[src/hdl/medpc_pkg.sv]
// Shared constants and types for the MED predictive pixel codec.
package medpc_pkg;

    localparam int PIX_W = 8;
    localparam int ROW_W = 16;
    localparam int IMG_W_W = 13;
    localparam int CFG_IDX_W = 2;
    localparam int CFG_DATA_W = 16;
    localparam int DEFAULT_MAX_WIDTH = 4096;

    localparam logic [CFG_IDX_W-1:0] REG_MODE = 2'd0;
    localparam logic [CFG_IDX_W-1:0] REG_WIDTH = 2'd1;
    localparam logic [CFG_IDX_W-1:0] REG_HEIGHT = 2'd2;

    localparam logic MODE_ENCODE = 1'b0;
    localparam logic MODE_DECODE = 1'b1;

    typedef struct packed {
        logic             mode;
        logic             restart;
        logic [ROW_W-1:0] row_last;
    } cfg_ctrl_t;

endpackage

[src/hdl/medpc_cfg.sv]
// Configuration registers: mode, clamped geometry and frame restart pulse.
module medpc_cfg
    import medpc_pkg::*;
#(
    parameter int MAX_WIDTH = DEFAULT_MAX_WIDTH
)
(
    input  logic                          clk,
    input  logic                          rst_n,
    input  logic                          cfg_we,
    input  logic [CFG_IDX_W-1:0]          cfg_index,
    input  logic [CFG_DATA_W-1:0]         cfg_data,
    output cfg_ctrl_t                     ctrl,
    output logic [$clog2(MAX_WIDTH)-1:0]  col_last
);

    localparam int CW = $clog2(MAX_WIDTH);
    localparam int EW = (CW + 1 > IMG_W_W) ? CW + 1 : IMG_W_W;

    logic          mode_reg;
    logic [CW-1:0] col_last_reg;
    logic [CW-1:0] col_last_next;
    logic [ROW_W-1:0] row_last_reg;
    logic [ROW_W-1:0] row_last_next;
    logic          restart_reg;
    logic          restart_next;
    logic [EW-1:0] w_ext;

    assign w_ext = EW'(cfg_data[IMG_W_W-1:0]);

    // zero acts as one, anything past the line store acts as its full depth
    always_comb
    begin
        priority if (w_ext == '0)
            col_last_next = '0;
        else if (w_ext > EW'(MAX_WIDTH))
            col_last_next = CW'(MAX_WIDTH - 1);
        else
            col_last_next = CW'(w_ext - EW'(1));
    end

    assign row_last_next = (cfg_data == '0) ? '0 : cfg_data - ROW_W'(1);

    // any geometry write restarts the frame
    assign restart_next = cfg_we && ((cfg_index == REG_WIDTH) || (cfg_index == REG_HEIGHT));

    always_ff @(posedge clk or negedge rst_n)
    begin
        if (!rst_n)
        begin
            mode_reg     <= MODE_ENCODE;
            col_last_reg <= '0;
            row_last_reg <= '0;
            restart_reg  <= 1'b0;
        end
        else
        begin
            restart_reg <= restart_next;
            if (cfg_we)
            begin
                unique case (cfg_index)
                    REG_MODE:
                        mode_reg <= cfg_data[0];
                    REG_WIDTH:
                        col_last_reg <= col_last_next;
                    REG_HEIGHT:
                        row_last_reg <= row_last_next;
                    default:
                        ;
                endcase
            end
        end
    end

    assign ctrl.mode     = mode_reg;
    assign ctrl.restart  = restart_reg;
    assign ctrl.row_last = row_last_reg;
    assign col_last      = col_last_reg;

endmodule

[config.mk]
export PLATFORM = sky130hd
export DESIGN_NAME = medpc_cfg
export DESIGN_NICKNAME = d
export VERILOG_FILES = /design/src/hdl/medpc_pkg.sv /design/src/hdl/medpc_cfg.sv
export SDC_FILE = /design/constraint.sdc
export NUM_CORES = 1
export LEC_CHECK = 0
export ABC_AREA = 1
export ABC_CLOCK_PERIOD_IN_PS = 1200
export BUFFER_PORTS_ARGS = -buffer_cell sky130_fd_sc_hd__buf_4
export CORE_MARGIN = 10
export CORE_UTILIZATION = 45
export DETAILED_ROUTE_END_ITERATION = 8
export PLACE_DENSITY = 0.71
export SETUP_SLACK_MARGIN = 0.3
export SYNTH_ARGS = -nofsm -noshare
export SYNTH_HDL_FRONTEND = slang
export SYNTH_SLANG_ARGS = --single-unit
[constraint.sdc]
create_clock -name clk -period 1.2 [get_ports clk]
set_input_delay 0 -clock clk [delete_from_list [all_inputs] [get_ports clk]]
set_output_delay 0 -clock clk [all_outputs]
set_load 0.01 [all_outputs]
# Word-level counts from Yosys, hierarchy flattened
# Cells that the tools add are included.
# Widths: inputs -> output; s select.
# classes
reduce_logical,8
mux,3
n_eq_ne,2
add_sub_neg,2
n_lt_le_gt_ge,1
# op_table
op,n
$mux 12,2
$logic_not 16->1,1
$mux 16,1
$sub 16x1->16 const B,1
$gt 13x13->1 const B,1
$logic_not 13->1,1
$sub 12x1->12 const B,1
$reduce_and 2->1,3
$eq 2x1->1 const B,1
$eq 2x2->1 const B,1
$logic_not 2->1,1
$logic_and 1x1->1,1
$logic_or 1x1->1,1
# word_totals
in_bits,21
wordCells,20
output_inout_bits,30
register_bits,30

# Depth between registers and ports, before layout
# Gate-level depths: netlist of run 1.
# logic_depth
word_depth,3
depth_mapped,10
mapped_depth_nobuf,10

# Least setup slack after synthesis of run 1
# OpenSTA, ideal clock, no wires.
# synth_timing
kind,input port to flip-flop
start,in cfg_data[0]
end,reg col_last_reg[8] (netlist: col_last[8])
setup_time_ns,0.116
required_ns,1.084
slack_ns,0.142
stages,9
t_arrival_ns,0.941
path_buffers,0
path_cell_list,inv_1 > ha_1 > nand2_1 > nor2_2 > nor2_1 > nor2_1 > nand2_1 > nand2_1 > nand2_1
# synth_between
elab_chain_len,3
word_cells_on_any_way,5
classes_between,1 x add/sub; 1 x order compare; 2 x mux; 1 x reduce/logical
# synth_rtl
item,line_no,source
from (decl),medpc_cfg.sv:12,"input logic [CFG_DATA_W-1:0] cfg_data,"
$sub 12x1->12 or $gt 13x13->1 (tied branches),"medpc_cfg.sv:39, medpc_cfg.sv:36",
$mux 12,medpc_cfg.sv:36,else if (w_ext > EW'(MAX_WIDTH))
$mux 12 (*),medpc_cfg.sv:34,priority if (w_ext == '0)
to (signal assigned),medpc_cfg.sv:65,col_last_reg <= col_last_next;
to (decl),medpc_cfg.sv:21,logic [CW-1:0] col_last_reg;
# Mark *: on every way between the ends. The rest lies on a longest branch, timed or not.
# A chain may end at the register's enable or synchronous reset.

# Worst setup path after layout of run 1
# layout_timing
start,in cfg_data[1]
end,reg col_last_reg[8] (netlist: col_last[8])
# Same word-level chain as after synthesis.

==> flow_metrics.tcl, run 1 <==
set metrics [dict create \
    worstHoldStart "cfg_data[13]" \
    synth_top_area_share_pct 44.0 \
    synth_cells 239 \
    detail_route.first_pass.iterations 4 \
    synthToLayoutAreaGrowth_pct 42.0 \
    largest_register_ffs 16 \
    routedWlPerCell_um 12.8 \
    post-route-min-period_ps 830 \
    clk_latency_ps 270 \
    place_worst_setup_slack_ps 5.30 \
    cts-root-buf "clkbuf_8" \
    synth_area_mm2 0.00171 \
    track_usage_pct 14.3 \
    max_stage_delay_ps 160 \
    worstPathMaxFanout 3 \
    synth-edff-count 0 \
    wl_um 4580 \
    wl_met2_um 2230 \
    p_leak_nw 1.31 \
    place.port_buffers 50 \
    nets 334 \
    die_w_um 81.6 \
    vias 1673 \
    startpoint_type "primary input" \
    drive_gt1_share_pct 32.0 \
    clk_pin_slew_ps 60 \
    criticalPathCategory "in -> reg" \
    top_layer "met4" \
    rows 22 \
    routabilityCongestion 0.874 \
    arrival_ps 1050 \
    synth_nets 265 \
    clockBufferDepth 2 \
    synth.avg_cell_area_um2 7.14 \
    synth-seq-cells 30 \
    core_region_area_mm2 0.00366 \
    hp-class "in -> reg" \
    post-synth-top-area-cell "dfrtp_1" \
    first_global_vias 1634 \
    cpMostUsedCell "nand2_1" \
    synth.area.top_cells "dfrtp_1 44%, nand2_1 24%, inv_1 5.1%" \
    cts_tree "built" \
    hold_viol_final 0 \
    crit_family "simple AND/OR/NAND/NOR gates" \
    pin_count 51 \
    grt_max_degree 31 \
    outcome "completed" \
    yosysMostFrequentCell "nand2_1" \
    vias_per_cell 4.69 \
    final_antenna_net_count 0 \
    wl_met3_um 222 \
    slew_headroom_pct 75.2 \
    skew_ps 0 \
    postLayoutSetupSlackWorst_ps 370 \
    n_antenna_cell 0 \
    startpoint "cfg_data[1]" \
    dp_hpwl_um 3480 \
    crit_chain "buf_4, inv_2, ha_4, inv_1, nor2_1, nand3_1, nor2_1, nor2_2, nand2_1, nand2_1, nand2_1" \
    synthArstFlopShare_pct 100 \
    setup_violations 0 \
    drt_iter0_drc 101 \
    placed_cells 341 \
    setup-tns-final_ps 0 \
    p_total_mw 2.91 \
    timing.fmax_mhz 1200 \
    slew_viol_final 0 \
    cp-end-kind "register" \
    grt_pass1_wl_um 7580 \
    cts_made_buffers 5 \
    n_fill_cell 316 \
    yosys-top-cells-count "107 x nand2_1, 30 x dfrtp_1, 23 x inv_1, 17 x nor2_1, 15 x nand3_1" \
    maxCapViolations 0 \
    path_buf_inv 3 \
    wl_met1_um 2080 \
    synth_ff_type "dfrtp_1" \
    initial_core_util_pct 46.6 \
    clock-sinks 30 \
    rsz0062_at_grt "true" \
    required_ps 1420 \
    power_density_mw_per_mm2 1200 \
    slowest_stage "ha_4" \
    multi_input_area_um2 890 \
    yosysSeqAreaShare_pct 44.0 \
    stdcell_count 357 \
    yosys_warnings 0 \
    ir_worst_vdd_mv 0.548 \
    ys_types 20 \
    seqCellArea_um2 751 \
    h-tree-depth 2 \
    antenna_found_initial 0 \
    worstReg2RegStart "mode_reg$_DFFE_PN0P_" \
    fin_crit_sh_pct 69.2 \
    die_h_um 81.6 \
    die_area_mm2 0.00665 \
    drc 0 \
    grt-ovfl-total 0 \
    tightest_slew_ps 373 \
]
## power breakdown
group          switching [mW]  leakage [nW]  internal (mW)  total (mW)
Combinational           0.415         0.898          0.401       0.817
Clock                   0.363        0.0482          0.462       0.825
Sequential             0.0872         0.368           1.18        1.27
## tightest hold or removal path: cells and delay by family
family / cells / cell delay [ps]
buffers and inverters: 1 / 90
AND/OR/NAND/NOR: 4 / 190
## cells by family (layout without fill, tap and decap cells)
family / Yosys count / in the layout / share of synthesized area, %
buffers and inverters: 32 / 102 / 8.36
XOR/XNOR: 3 / 3 / 1.54
adder cells (fa/ha/maj): 5 / 5 / 3.67
AND/OR/NAND/NOR: 155 / 155 / 38.2
flip-flops: 30 / 30 / 44.0
AO/OA/AOI/OAI: 14 / 14 / 4.18
## worst paths after layout
kind	slack (ps)	to	depth (start not counted)
setup reg to reg	530	mode_reg$_DFFE_PN0P_	2
max in group asynchronous	740	row_last_reg[5]$_DFFE_PN0P_	2
min in group asynchronous	190	row_last_reg[4]$_DFFE_PN0P_	2
setup / recovery	370	col_last[8]$_DFFE_PN0P_	11
hold reg to reg	480	col_last[3]$_DFFE_PN0P_	2
hold / removal	40	row_last_reg[13]$_DFFE_PN0P_	5
## layout by cell type (no fill, tap or decap), drive strengths merged, types with 2 or more instances in the layout
| master | count |
|---|---|
| a21oi | 2 |
| buf | 65 |
| clkbuf | 7 |
| dfrtp | 30 |
| dlygate4sd3 | 3 |
| ha | 5 |
| inv | 25 |
| nand2 | 111 |
| nand3 | 15 |
| nand4 | 4 |
| nor2 | 23 |
| o21ai | 11 |
| xnor2 | 3 |
## layer usage
layer | GRT usage (%) | vias to the layer above
met5 | 0 | -
met4 | 5.02 | 0
met3 | 4.59 | 6
met2 | 22.5 | 33
met1 | 18.0 | 767
li1 | - | 867
## what timing repair did
action / in CTS / in global routing
pin swaps: 0 / 7
setup endpoints to repair: 1 / 19
hold buffers: 3 / 0
setup buffers: 0 / 5
endpoints found under the hold margin: 33 / 0
resized for setup: 1 / 17
## final cells by class
cell class / instances / area share [%]
multi-input cells: 177 / 36.7
flip-flops and latches: 30 / 31.0
repair buffers: 68 / 21.7
inverters: 26 / 4.29
clock buffers: 7 / 3.57
well taps: 48 / 2.48
clock inverters: 1 / 0.207
## through the flow
stage | utilization (%) | cell area (um2) | hold slack [ps]
3_3_place_gp | 60.2 | 2200 | -50.5
6_report | 66.1 | 2420 | 36.4
2_1_floorplan | - | 1740 | -296
5_1_grt | 66.1 | 2420 | 52.5
4_1_cts | 63.7 | 2330 | 31.6
3_5_place_dp | 60.2 | 2200 | -52.5
Note: power is estimated with default switching activity, not from simulation.
==> inputs of run 2 (changes only) <==
Settings changed: ABC_AREA 1 to 0, ABC_CLOCK_PERIOD_IN_PS 1200 to 810, PLACE_DENSITY 0.71 to 0.72.
Clock period 1.2 ns to 0.81 ns, I/O delays scaled along.
==> flow_metrics.tcl, run 2 <==
set metrics [dict create \
    place_worst_setup_slack_ps -848 \
    core_region_area_mm2 0.00342 \
    crit_chain "buf_6, or4_4, buf_4, nor3_1, xnor2_1, o211ai_1" \
    clockBufferDepth 2 \
    startpoint_type "primary input" \
    ir_worst_vdd_mv 1.09 \
    hold_viol_final 3 \
    path_buf_inv 2 \
    clock-sinks 30 \
    grt-ovfl-total 0 \
    synth.avg_cell_area_um2 10.4 \
    max_stage_delay_ps 610 \
    yosysSeqAreaShare_pct 46.1 \
    outcome "complete, but fails checks" \
    clk_pin_slew_ps 100 \
    yosys-top-cells-count "30 x dfrtp_1, 24 x nand2_1, 10 x o21ai_1, 9 x a22o_1, 7 x xnor2_1" \
    synth_top_area_share_pct 46.1 \
    skew_ps 0 \
    synthArstFlopShare_pct 100 \
    power_density_mw_per_mm2 1600 \
    cp-end-kind "register" \
    synth_nets 183 \
    fin_crit_sh_pct 160 \
    cts-root-buf "clkbuf_4" \
    drc 0 \
    setup-tns-final_ps -14250 \
    violations "negative hold slack, negative setup slack" \
    rsz0062_at_grt "true" \
    placed_cells 286 \
    tightest_slew_ps 408 \
    detail_route.first_pass.iterations 4 \
    vias_per_cell 5.57 \
    fin_area_mm2 0.00301 \
    ys_types 43 \
    required_ps 1020 \
    synth.area.top_cells "dfrtp_1 46%, nand2_1 5.5%, a22o_1 4.8%" \
    hp-class "in -> reg" \
    antenna_found_initial 0 \
    maxCapViolations 0 \
    synth-simple-area-share_pct 18.7 \
    criticalPathCategory "in -> reg" \
    slew_headroom_pct 72.5 \
    post-route-min-period_ps 1300 \
    drt_iter0_drc 127 \
    postLayoutSetupSlackWorst_ps -486 \
    yosysMostFrequentCell "dfrtp_1" \
    synth_xor_area_share_pct 3.77 \
    p_leak_nw 1.42 \
    p_total_mw 4.82 \
    grt_pass1_wl_um 8940 \
    cts_made_buffers 5 \
    n_antenna_cell 0 \
    arrival_ps 1510 \
    final_antenna_net_count 0 \
    clk_latency_ps 340 \
    place_area_mm2 0.00243 \
    synth_cells 157 \
    synth.mux.area_fraction_pct 0.615 \
    fin_util_pct 88.0 \
    synth_compound_area_share_pct 22.6 \
    wl_um 6250 \
    first_global_vias 1757 \
    layout_common_cells "73 x buf_4, 41 x buf_6, 30 x dfrtp_1" \
    cts_tree "built" \
    vias 1789 \
    dp_hpwl_um 3850 \
    pin_count 51 \
    crit_family "simple AND/OR/NAND/NOR gates" \
    synth-edff-count 0 \
    die_w_um 80.1 \
    initial_core_util_pct 47.7 \
    track_usage_pct 17.8 \
    synth_area_mm2 0.00163 \
    post-synth-top-area-cell "dfrtp_1" \
    drive_gt1_share_pct 62.9 \
    slew_viol_final 0 \
    rows 21 \
    layout.cells.most_common "buf_4" \
    n_fill_cell 146 \
    synthToLayoutAreaGrowth_pct 84.6 \
    h-tree-depth 2 \
    setup_violations 58 \
    place.port_buffers 50 \
    grt_max_degree 31 \
    largest_register_ffs 16 \
    holdWs_ps -88.1 \
    synth_ff_type "dfrtp_1" \
    slowest_stage "or4_4" \
    synth_top_family_by_area "compound AO/OA/AOI/OAI gates" \
    yosys_warnings 0 \
    stdcell_count 321 \
    hold_buffers 1 \
    synth-seq-cells 30 \
    die_h_um 80.1 \
    yosys.area_share.adder_pct 3.84 \
    timing.fmax_mhz 771 \
    routabilityCongestion 0.910 \
    nets 300 \
    die_area_mm2 0.00642 \
    routedWlPerCell_um 19.5 \
    worstPathMaxFanout 6 \
]
## run 2: logic make-up (layout without fill, tap and decap cells)
group / after synthesis / count (layout)
xor gates and xnor gates: 7 / 7
and+or+nand+nor: 52 / 52
adders and majority gates: 5 / 5
buffers and inverters: 14 / 131
DFF: 30 / 30
muxes: 1 / 1
AOI/OAI and AO/OA: 48 / 49
## run 2: area by class of cell
class / instances / area (um2) / share of cell area, %
clock inverter: 1 / 5.00 / 0.167
multi-input combinational: 114 / 1020 / 33.8
timing repair buffer: 119 / 1090 / 36.3
inverter: 4 / 30.0 / 0.999
clock buffer: 7 / 55.1 / 1.83
sequential: 30 / 751 / 25.0
tap: 46 / 57.6 / 1.92
## run 2: final timing paths
kind                                              startpoint                           end  slack, ps  cells after the start
min in group asynchronous                              rst_n   row_last_reg[5]$_DFFE_PN0P_        110                      2
max in group asynchronous                              rst_n  row_last_reg[10]$_DFFE_PN0P_        400                      2
worst min-delay path                             cfg_data[0]          mode_reg$_DFFE_PN0P_        -90                      3
worst max-delay path                             cfg_data[5]       col_last[9]$_DFFE_PN0P_       -490                      6
worst max register to register  row_last_reg[14]$_DFFE_PN0P_  row_last_reg[14]$_DFFE_PN0P_        -70                      2
worst min register to register   row_last_reg[7]$_DFFE_PN0P_   row_last_reg[7]$_DFFE_PN0P_        510                      2
## run 2: worst reg2reg max path: stages (launching register included)
cell,delay [ps]
dfrtp_1,430
a32oi_1,240
a22oi_2,90
## run 2: timing repair
item | 4_1_cts | 5_1_grt
cloned | 0 | 1
pin swaps | 7 | 14
hold endpoints to repair | 32 | 3
gates resized for setup | 64 | 10
setup endpoints to repair | 59 | 59
buffers inserted | 20 | 5
## run 2: where the power goes
| group | total [mW] | switching (mW) | internal, mW | leakage (nW) |
|---|---|---|---|---|
| Clock | 1.00 | 0.580 | 0.420 | 0.0353 |
| Combinational | 1.88 | 0.758 | 1.12 | 1.02 |
| Sequential | 1.94 | 0.197 | 1.74 | 0.367 |
## run 2: layer usage
metal | track usage [%] | vias up | routed length (um)
met4 | 8.63 | 0 | 111
li1 | - | 815 | -
met5 | 0 | - | 0
met3 | 4.45 | 13 | 371
met2 | 29.3 | 56 | 3280
met1 | 21.2 | 905 | 2490
