## src/hdl/medpc_pkg.sv

```systemverilog
// Shared constants and types for the MED predictive pixel codec.
package medpc_pkg;

    localparam int PIX_W = 8;
    localparam int ROW_W = 16;
    localparam int IMG_W_W = 13;
    localparam int CFG_IDX_W = 2;
    localparam int CFG_DATA_W = 16;
    localparam int DEFAULT_MAX_WIDTH = 4096;

    localparam logic [CFG_IDX_W-1:0] REG_MODE = 2'd0;
    localparam logic [CFG_IDX_W-1:0] REG_WIDTH = 2'd1;
    localparam logic [CFG_IDX_W-1:0] REG_HEIGHT = 2'd2;

    localparam logic MODE_ENCODE = 1'b0;
    localparam logic MODE_DECODE = 1'b1;

    typedef struct packed {
        logic             mode;
        logic             restart;
        logic [ROW_W-1:0] row_last;
    } cfg_ctrl_t;

endpackage

```

## src/hdl/medpc_predict.sv

```systemverilog
// Median edge detector prediction and residual / reconstruction arithmetic.
module medpc_predict
    import medpc_pkg::*;
(
    input  logic             mode,
    input  logic [PIX_W-1:0] sample,
    input  logic [PIX_W-1:0] left,
    input  logic [PIX_W-1:0] above,
    input  logic [PIX_W-1:0] upper_left,
    output logic [PIX_W-1:0] result,
    output logic [PIX_W-1:0] pixel
);

    logic [PIX_W-1:0] lo;
    logic [PIX_W-1:0] hi;
    logic [PIX_W:0]   grad;
    logic [PIX_W-1:0] pred;

    assign lo   = (left < above) ? left : above;
    assign hi   = (left < above) ? above : left;
    assign grad = {1'b0, left} + {1'b0, above} - {1'b0, upper_left};

    always_comb
    begin
        priority if (upper_left >= hi)
            pred = lo;
        else if (upper_left <= lo)
            pred = hi;
        else
            pred = grad[PIX_W-1:0];
    end

    always_comb
    begin
        if (mode == MODE_DECODE)
        begin
            result = sample + pred;
            pixel  = sample + pred;
        end
        else
        begin
            result = sample - pred;
            pixel  = sample;
        end
    end

endmodule

```

## config.mk

```make
export PLATFORM = sky130hd
export DESIGN_NAME = medpc_predict
export DESIGN_NICKNAME = d
export VERILOG_FILES = /design/src/hdl/medpc_pkg.sv /design/src/hdl/medpc_predict.sv
export SDC_FILE = /design/constraint.sdc
export NUM_CORES = 1
export LEC_CHECK = 0
export ABC_CLOCK_PERIOD_IN_PS = 17750
export BUFFER_PORTS_ARGS = -buffer_cell sky130_fd_sc_hd__buf_2
export CAP_MARGIN = 20
export CORE_MARGIN = 8
export CORE_UTILIZATION = 55
export DETAILED_ROUTE_END_ITERATION = 12
export PLACE_DENSITY_LB_ADDON = 0.1
export SLEW_MARGIN = 30
export SYNTH_ARGS = -nofsm -noshare
export SYNTH_HDL_FRONTEND = slang
export SYNTH_SLANG_ARGS = --single-unit
export TNS_END_PERCENT = 1
```

## constraint.sdc

```tcl
create_clock -name vclk -period 17.75
set_input_delay 3.55 -clock vclk [all_inputs]
set_output_delay 3.55 -clock vclk [all_outputs]
set_load 0.1 [all_outputs]
```

### Word level (Yosys, flattened, before mapping)

Cells that the tools add are included.

| word-level totals | value |
|---|---|
| register bits after elaboration | 0 |
| input bits | 33 |
| output and inout port bits | 16 |
| word-level logic and storage cells | 13 |

| operators by class | value |
|---|---|
| add/sub/neg operators | 4 |
| $lt $le $gt $ge | 3 |
| mux-type cells | 6 |

Operator list:

| cell | count |
|---|---|
| $mux W8 | 6 |
| $add A8 B8 Y8 | 2 |
| $sub A8 B8 Y8 | 2 |
| $ge A8 B8 Y1 | 1 |
| $le A8 B8 Y1 | 1 |
| $lt A8 B8 Y1 | 1 |

### Depth between registers and ports, before layout

Gate-level depths: netlist of run 1.

| logic depth | value |
|---|---|
| depth after elaboration | 7 |
| mapped depth | 28 |
| mapped depth without buffers | 26 |

### Worst setup path before layout of run 1

No wires, ideal clock.

| path | value |
|---|---|
| path type | in2out |
| from | in above[5] |
| to | out result[7] |
| data arrival time | 9953 ps |
| data required time | 14200 ps |
| path slack | 4247 ps |
| stages on the path | 21 |
| buffers on the path | 2 |
| cells stage by stage | inv_1 -> ha_1 -> nand4_1 -> o31ai_4 -> buf_2 -> buf_1 -> a21oi_1 -> ha_1 -> a2111o_1 -> o31ai_2 -> mux2_2 -> nor2_1 -> nor3_1 -> ha_1 -> a21o_1 -> a21oi_1 -> o21bai_1 -> a2111o_1 -> nand3_1 -> o31ai_1 -> xnor2_1 |

| on the way | value |
|---|---|
| longest elaborated chain between the ends | 7 |

Ends and longest elaborated chain:

| item | line | source |
|---|---|---|
| start: declaration | medpc_predict.sv:8 | `input logic [PIX_W-1:0] above,` |
| $lt A8 B8 Y1 | medpc_predict.sv:19, medpc_predict.sv:20 |  |
| $mux W8 | medpc_predict.sv:19 | `assign lo = (left < above) ? left : above;` |
| $le A8 B8 Y1 | medpc_predict.sv:27 | `else if (upper_left <= lo)` |
| $mux W8 | medpc_predict.sv:27 |  |
| $mux W8 (*) | medpc_predict.sv:25 | `priority if (upper_left >= hi)` |
| $sub A8 B8 Y8 / $add A8 B8 Y8 (equally long branches) | medpc_predict.sv:42, medpc_predict.sv:37 |  |
| $mux W8 (*) | medpc_predict.sv:35 | `if (mode == MODE_DECODE)` |
| end: declaration | medpc_predict.sv:10 | `output logic [PIX_W-1:0] result,` |

Mark *: on every way between the ends. The rest lies on a longest branch, timed or not.

### Worst setup path in the final report of run 1

| path | value |
|---|---|
| from | in above[4] |
| to | out pixel[7] |

| on the way | value |
|---|---|
| longest elaborated chain between the ends | 7 |

Ends and longest elaborated chain:

| item | line | source |
|---|---|---|
| $lt A8 B8 Y1 | medpc_predict.sv:19, medpc_predict.sv:20 |  |
| $mux W8 | medpc_predict.sv:19 |  |
| $le A8 B8 Y1 | medpc_predict.sv:27 |  |
| $mux W8 | medpc_predict.sv:27 |  |
| $mux W8 (*) | medpc_predict.sv:25 |  |
| $add A8 B8 Y8 (*) | medpc_predict.sv:38 | `pixel = sample + pred;` |
| $mux W8 (*) | medpc_predict.sv:35 |  |
| end: declaration | medpc_predict.sv:11 | `output logic [PIX_W-1:0] pixel` |

Marked as above.

==> results of run 1 <==
## worst max-delay path by stage
| stage | cells after the start | slack [ns] | end | from |
|---|---|---|---|---|
| global placement | 24 | 4.95 | pixel[7] | above[4] |
| finish | 24 | 4.75 | pixel[7] | above[4] |
| detailed placement | 24 | 4.77 | pixel[7] | above[4] |
| CTS | 24 | 4.79 | pixel[7] | above[4] |
| global route | 24 | 4.34 | pixel[7] | above[4] |
| floorplan | 21 | 4.25 | result[7] | above[5] |
## power breakdown
group | total, uW | internal [uW] | switching, uW
clock network | 0 | 0 | 0
registers | 0 | 0 | 0
logic | 391 | 101 | 291
## stage by stage
step / cell area [um2] / setup slack [ns] / util (%)
2_1_floorplan: 2110 / 4.25 / -
3_3_place_gp: 2390 / 4.95 / 64.9
3_5_place_dp: 2390 / 4.77 / 64.9
4_1_cts: 2390 / 4.79 / 64.9
5_1_grt: 2390 / 4.34 / 64.9
6_report: 2390 / 4.75 / 64.9
## final cells by class
cell class	instances	area [um2]	area share [%]
timing repair buffer	50	253	10.6
inverter	39	146	6.12
tap	48	60.1	2.51
multi-input combinational	237	1930	80.8
## cells in the final DEF, fill, tap and decap left out, drive strengths merged
cell,instances
a2111oi,1
a21oi,35
inv,39
nor3,4
a2111o,2
nand2,13
nand2b,2
buf,50
xnor2,18
o31ai,3
and3,3
nand3,5
o22ai,3
xor2,4
or3,3
o31a,1
mux2,6
o211ai,1
a22oi,2
ha,46
nor2,33
mux2i,9
fa,9
o21bai,5
o21ai,12
o21ba,1
a21o,5
o21a,5
a221oi,1
nor2b,2
nand4,3
## kinds of logic (layout without fill, tap and decap cells)
kind of cell / count (synthesis) / after routing / synth area share [%]
xor+xnor: 22 / 22 / 9.48
fa+ha+maj: 55 / 55 / 35.8
simple gates: 68 / 68 / 14.4
buf+inv: 47 / 89 / 8.41
compound gates: 77 / 77 / 24.5
mux: 15 / 15 / 7.46
## layer usage
layer | GRT usage [%] | vias to the layer above | wire length [um]
met4 | 0 | 0 | 0
met2 | 26.3 | 37 | 2200
met1 | 19.7 | 884 | 2230
met5 | 0 | - | 0
li1 | - | 1069 | -
met3 | 1.50 | 0 | 232
==> impl_metrics.toml, run 1 <==
[global_routing]
grt-ovfl-total = 0
grt_pass1_vias = 1852
grt_pass1_wl_um = 7910
grt_max_degree = 29
antenna_found_initial = 0
track_usage_pct = 14.7

[synth]
yosysWarnings = 0
synth_top_cell_area_share_pct = 27.3
yosysTopAreaCell = "ha_1"
netlist_area_mm2 = 0.00211
synth_most_common_cell = "ha_1"
synth_nets = 372
yosysUniqueCellTypes = 39
netlist_top_cells_count = "ha_1 (46), inv_1 (39), a21oi_1 (35)"
synthCells = 284
ys_seq_area_share_pct = 0
yosys-top-cells-area = "ha_1 (27%), fa_1 (8.5%), a21oi_1 (8.3%)"
avgSynthCellArea_um2 = 7.44

[timing]
finalHoldViolations = 0
slew_headroom_pct = 61.5
rsz0062_at_grt = "no"
drv_slew = 0
finalCritPeriodShare_pct = 73.2
setup_viol = 0
whs_ns = 7.57
tightest_slew_ns = 0.572
timing.fmax_mhz = 76.9
tns_ns = 0
post-route-min-period_ns = 13.00

[worst_hold_path]
hp-start = "sample[7]"
hold_depth = 3
hp-class = "primary input to output port"
holdPathEnd = "pixel[7]"

[detailed_routing]
drt-initial-drc-count = 56
drtPass1Iterations = 4
avgRoutedWirePerCell_um = 12.5
drc = 0
vias = 1990
via_per_inst = 5.32
drt_wl_total_um = 4660
ant_nets = 0

[pwr]
powerDensity_mw_per_mm2 = 164
power_uw = 391
power.leakage_uw = 0.00126
peakVddDrop_mv = 0.0687

[worst_setup_path]
critPathMaxFanout = 28
cp_top_family = "compound AO/OA/AOI/OAI gates"
crit_type = "primary input to output port"
worst_path_max_delay_cell = "nor3_1"
critPathLaunchType = "primary input"
cp_cell_sequence = "buf_2 -> inv_1 -> ha_1 -> nand4_1 -> o31ai_4 -> buf_4 -> nor2_1 -> a21oi_1 -> ha_1 -> a2111o_1 -> o31ai_2 -> mux2_2 -> nor2_1 -> nor3_1 -> ha_1 -> a21o_1 -> a21oi_1 -> o21bai_1 -> a2111o_1 -> nand2_1 -> nand2_1 -> mux2i_1 -> xor2_1 -> buf_2"
cp_data_required_time_ns = 14.20
cp-end-kind = "output port"
max_stage_delay_ns = 0.49
cp_num_buf_inv = 4
cp.arrival_ns = 9.45
critPathMostFrequentCell = "ha_1"

[placement]
numPlacedInstances = 374
place.gp.congestion = 0.897
portBuffers = 49
hpwl_um = 4260

[cells_and_area]
seq_cells = 0
nNetsFinal = 416
antenna_cells = 0
fillers = 347
regArea_um2 = 0
area_growth_syn_to_layout_pct = 13.3
layout.cells.non_filler = 374
clkbuf_count = 0
post_route_cells_drive_above_1_share_pct = 19.9

[floorplan]
die_area_mm2 = 0.00608
die_x_um = 78.0
floorplan.die.height_um = 78.0
fp-row-count = 22
core_area_mm2 = 0.00369
start_util_pct = 57.3
pin_count = 49

[status]
outcome = "finished clean"

[clock_network]
cts_hold_buf = 0
post-cts-setup-buffers = 0
postCtsResizedCells = 0

[job]
cap_violations = 0
No activity file was read; power rests on OpenSTA's default activity.
==> run 2: changes to the inputs <==
--- a/config.mk
+++ b/config.mk
@@ -5,11 +5,11 @@
 export SDC_FILE = /design/constraint.sdc
 export NUM_CORES = 1
 export LEC_CHECK = 0
-export ABC_CLOCK_PERIOD_IN_PS = 17750
+export ABC_CLOCK_PERIOD_IN_PS = 11400
 export BUFFER_PORTS_ARGS = -buffer_cell sky130_fd_sc_hd__buf_2
 export CAP_MARGIN = 20
 export CORE_MARGIN = 8
-export CORE_UTILIZATION = 55
+export CORE_UTILIZATION = 52
 export DETAILED_ROUTE_END_ITERATION = 12
 export PLACE_DENSITY_LB_ADDON = 0.1
 export SLEW_MARGIN = 30
==> constraint.sdc (replaced) <==
create_clock -name vclk -period 11.4
set_input_delay 2.28 -clock vclk [all_inputs]
set_output_delay 2.28 -clock vclk [all_outputs]
set_load 0.1 [all_outputs]
==> run 2 against run 1 <==
Net effect: via count fell by 0.90%; flip-flop and latch count did not move; critical path type unchanged; largest power group unchanged; setup slack got worse by 3.7 ns.
==> impl_metrics.toml, run 2 (synthesized netlist as in run 1, its figures left out) <==
[cells_and_area]
area_growth_syn_to_layout_pct = 13.4
regArea_um2 = 0
fin_util_pct = 60.8
final_cell_mix = "buf_2 (49), ha_1 (46), inv_1 (39)"
layout_commonest_cell = "buf_2"
clkbuf_count = 0
nNetsFinal = 416
seq_cells = 0
antenna_cells = 0
layout.cells.non_filler = 376
post_route_cells_drive_above_1_share_pct = 19.9

[job]
cap_violations = 0

[detailed_routing]
vias = 1972
drtPass1Iterations = 4
drc = 0
drt-initial-drc-count = 60
ant_nets = 0
via_per_inst = 5.24
drt_wl_total_um = 4810
avgRoutedWirePerCell_um = 12.8

[worst_hold_path]
hp-class = "primary input to output port"

[timing]
timing.fmax_mhz = 96.9
tightest_slew_ns = 0.591
finalCritPeriodShare_pct = 90.5
post-route-min-period_ns = 10.31
tns_ns = 0
slew_headroom_pct = 60.3
rsz0062_at_grt = "no"
whs_ns = 5.03
setup_viol = 0
drv_slew = 0
finalHoldViolations = 0

[global_routing]
grt_pass1_wl_um = 8190
grt_max_degree = 25
grt_pass1_vias = 1958
track_usage_pct = 14.9
grt-ovfl-total = 0
antenna_found_initial = 0

[floorplan]
fp-row-count = 23
pin_count = 49
floorplan.die.height_um = 79.7
die_x_um = 79.7
die_area_mm2 = 0.00636
core_area_mm2 = 0.00394
start_util_pct = 53.6

[placement]
hpwl_um = 4440
portBuffers = 49
place.gp.congestion = 0.844
numPlacedInstances = 376

[pwr]
internal_power_uw = 157
peakVddDrop_mv = 0.115
power.share.clock_pct = 0
p_switching_uw = 453
power_uw = 610
power_frac_comb_pct = 100.0
powerDensity_mw_per_mm2 = 255
power.leakage_uw = 0.00126
pwr-share-seq_pct = 0
swShare_pct = 74.3

[clock_network]
postCtsResizedCells = 0
post-cts-setup-buffers = 0
cts_hold_buf = 0

[worst_setup_path]
critPathLaunchType = "primary input"
cp.arrival_ns = 8.03
cp_top_family = "compound AO/OA/AOI/OAI gates"
cp_data_required_time_ns = 9.12
worst_path_max_delay_cell = "nor3_1"
cp-end-kind = "output port"
critPathMaxFanout = 24
max_stage_delay_ns = 0.52
crit_type = "primary input to output port"
cp_num_buf_inv = 4

[status]
outcome = "finished clean"
run 2: cell counts in the layout (fill, tap and decap cells not counted):
Identical to the previous run, type by type.
run 2: cell type report:
cell class / instances / area (um2)
tap: 50 / 62.6
timing repair buffer: 50 / 253
fill: 400 / 1550
multi-input combinational: 237 / 1930
inverter: 39 / 146
run 2: metal layers:
metal / GRT usage, % / up-vias / share of wire [%] / wire (um)
met3: 1.24 / 2 / 4.6 / 220
met1: 19.0 / 867 / 47 / 2250
met5: 0 / - / 0 / 0
met4: 1.09 / 0 / 0.81 / 39
li1: - / 1068 / - / -
met2: 27.3 / 35 / 48 / 2300
run 2: final timing paths:
path,startpoint,end,slack (ns),cells past startpoint
worst max-delay path,above[5],pixel[7],1.09,26
worst min-delay path,sample[7],pixel[7],5.03,3
run 2: power groups by stage:
stage / Combinational [uW] / Sequential, uW / Clock, uW
after floorplan: 524 / 0 / 0
after global placement: 608 / 0 / 0
after detailed placement: 614 / 0 / 0
after CTS: 615 / 0 / 0
after global routing: 654 / 0 / 0
final: 610 / 0 / 0
run 2: stage by stage:
step	setup slack [ns]	area, um2
after detailed placement	1.08	2400
after floorplan	0.437	2110
after global routing	0.576	2400
after global placement	1.17	2400
after CTS	1.08	2400
final	1.09	2400
==> run 3: changes to the inputs <==
--- a/config.mk
+++ b/config.mk
@@ -8,8 +8,10 @@
 export ABC_CLOCK_PERIOD_IN_PS = 11400
 export BUFFER_PORTS_ARGS = -buffer_cell sky130_fd_sc_hd__buf_2
 export CAP_MARGIN = 20
+export CELL_PAD_IN_SITES_DETAIL_PLACEMENT = 0
+export CELL_PAD_IN_SITES_GLOBAL_PLACEMENT = 1
 export CORE_MARGIN = 8
-export CORE_UTILIZATION = 52
+export CORE_UTILIZATION = 37
 export DETAILED_ROUTE_END_ITERATION = 12
 export PLACE_DENSITY_LB_ADDON = 0.1
 export SLEW_MARGIN = 30
==> run 3 against run 2 <==
Net effect: non-clock buffer count unchanged; first-iteration DRC count decreased by 17%; final cell count grew 5.9%; fmax down 0.48%; design area increased by 1.1%; global-route usage is 2.6 points lower; flip-flop and latch count unchanged; routed wire length grew 7.1%; total power increased by 0.26%; sequential share of layout area unchanged; die area increased by 32%; utilization down 17 points; critical endpoint unchanged.
==> impl_metrics.toml, run 3 (synthesized netlist as in run 1, its figures left out) <==
[placement]
hpwl_um = 4750
place.gp.congestion = 0.779
portBuffers = 49

[cells_and_area]
regArea_um2 = 0
multi_input_area_mm2 = 0.00193
nNetsFinal = 416
fin_util_pct = 44.0
post_route_cells_drive_above_1_share_pct = 19.9
area_growth_syn_to_layout_pct = 14.8
antenna_cells = 0
final_cell_mix = "buf_2 (49), ha_1 (46), inv_1 (39)"
layout_commonest_cell = "buf_2"
clkbuf_count = 0
fillers = 598
seq_cells = 0

[floorplan]
start_util_pct = 38.4
floorplan.die.height_um = 91.6
die_x_um = 91.6
pin_count = 49
die_area_mm2 = 0.00838
fp-row-count = 27
core_area_mm2 = 0.00551

[detailed_routing]
drt-met1-wl_um = 2540
dr_wl_met3_um = 212
avgRoutedWirePerCell_um = 12.9
dr.max_layer_used = "met3"
met2_length_um = 2400
drc = 0
drt-initial-drc-count = 50
ant_nets = 0
drt_wl_total_um = 5150
vias = 1970
drtPass1Iterations = 4
via_per_inst = 4.95

[global_routing]
grt_max_degree = 25
antenna_found_initial = 0
grt_pass1_vias = 1995
grt_pass1_wl_um = 8990
track_usage_pct = 12.3
grt-ovfl-total = 0

[timing]
rsz0062_at_grt = "no"
finalCritPeriodShare_pct = 90.9
tightest_slew_ns = 0.574
slew_headroom_pct = 61.4
setup_viol = 0
post-route-min-period_ns = 10.36
tns_ns = 0
timing.fmax_mhz = 96.5
drv_slew = 0
finalHoldViolations = 0

[worst_hold_path]
hp-start = "sample[7]"
hp-class = "primary input to output port"

[pwr]
power.leakage_uw = 0.00126
peakVddDrop_mv = 0.204
powerDensity_mw_per_mm2 = 252

[status]
outcome = "finished clean"

[clock_network]
post-cts-setup-buffers = 0
postCtsResizedCells = 0
cts_hold_buf = 0

[worst_setup_path]
cp.arrival_ns = 8.08
endpoint = "pixel[7]"
cp_data_required_time_ns = 9.12
startpoint = "above[6]"
critPathMaxFanout = 24
cp-end-kind = "output port"
crit_type = "primary input to output port"
critPathLaunchType = "primary input"

[job]
cap_violations = 0
==> run 3: cell counts in the layout (fill, tap and decap cells not counted) <==
Identical to the previous run, type by type.
==> run 3: power by group <==
part	total, uW	switching (uW)	internal [uW]
registers	0	0	0
logic	612	455	157
clock network	0	0	0
==> run 3: cell type report <==
class                           instances  area share, %
Multi-Input combinational cell        237           79.8
Timing Repair Buffer                   50           10.4
Inverter                               39           6.04
Tap cell                               72           3.72
==> run 3: worst min-delay path by stage <==
stage	to	cells past startpoint	slack (ns)
global placement	pixel[7]	3	5.04
CTS	pixel[7]	3	5.03
detailed placement	pixel[7]	3	5.03
finish	pixel[7]	3	5.03
global route	pixel[7]	3	5.07
floorplan	pixel[2]	2	4.99
==> run 3: layer usage <==
| layer | up-vias | track usage [%] |
|---|---|---|
| li1 | 1072 | - |
| met1 | 868 | 16.3 |
| met2 | 30 | 21.8 |
| met3 | 0 | 1.32 |
| met4 | 0 | 0 |
| met5 | - | 0 |
==> run 3: through the flow <==
stage | hold slack [ns] | power, uW | worst slack (ns) | cells | area (um2)
after global placement | 5.04 | 616 | 1.14 | 398 | 2420
after detailed placement | 5.03 | 618 | 0.988 | 398 | 2420
final | 5.03 | 612 | 1.04 | 398 | 2420
after floorplan | 4.99 | 524 | 0.437 | 284 | 2110
after global routing | 5.07 | 663 | 0.481 | 398 | 2420
after CTS | 5.03 | 619 | 0.988 | 398 | 2420
==> run 3: critical path, stage by stage <==
cell and delay (ns):
buf_2 0.10, inv_1 0.08, ha_1 0.30, nand4_1 0.14, o31ai_4 0.49, buf_4 0.35
nor2_1 0.07, a21oi_1 0.14, ha_1 0.26, nor2b_1 0.13, o211ai_1 0.15, a21oi_1 0.08
o22ai_1 0.37, nand2b_1 0.32, nor2_1 0.08, nor3_1 0.51, ha_1 0.35, a21o_1 0.16
a21oi_1 0.28, o21bai_1 0.13, a2111o_1 0.44, nand2_1 0.07, nand2_1 0.05, mux2i_1 0.17
xor2_1 0.14, buf_2 0.44
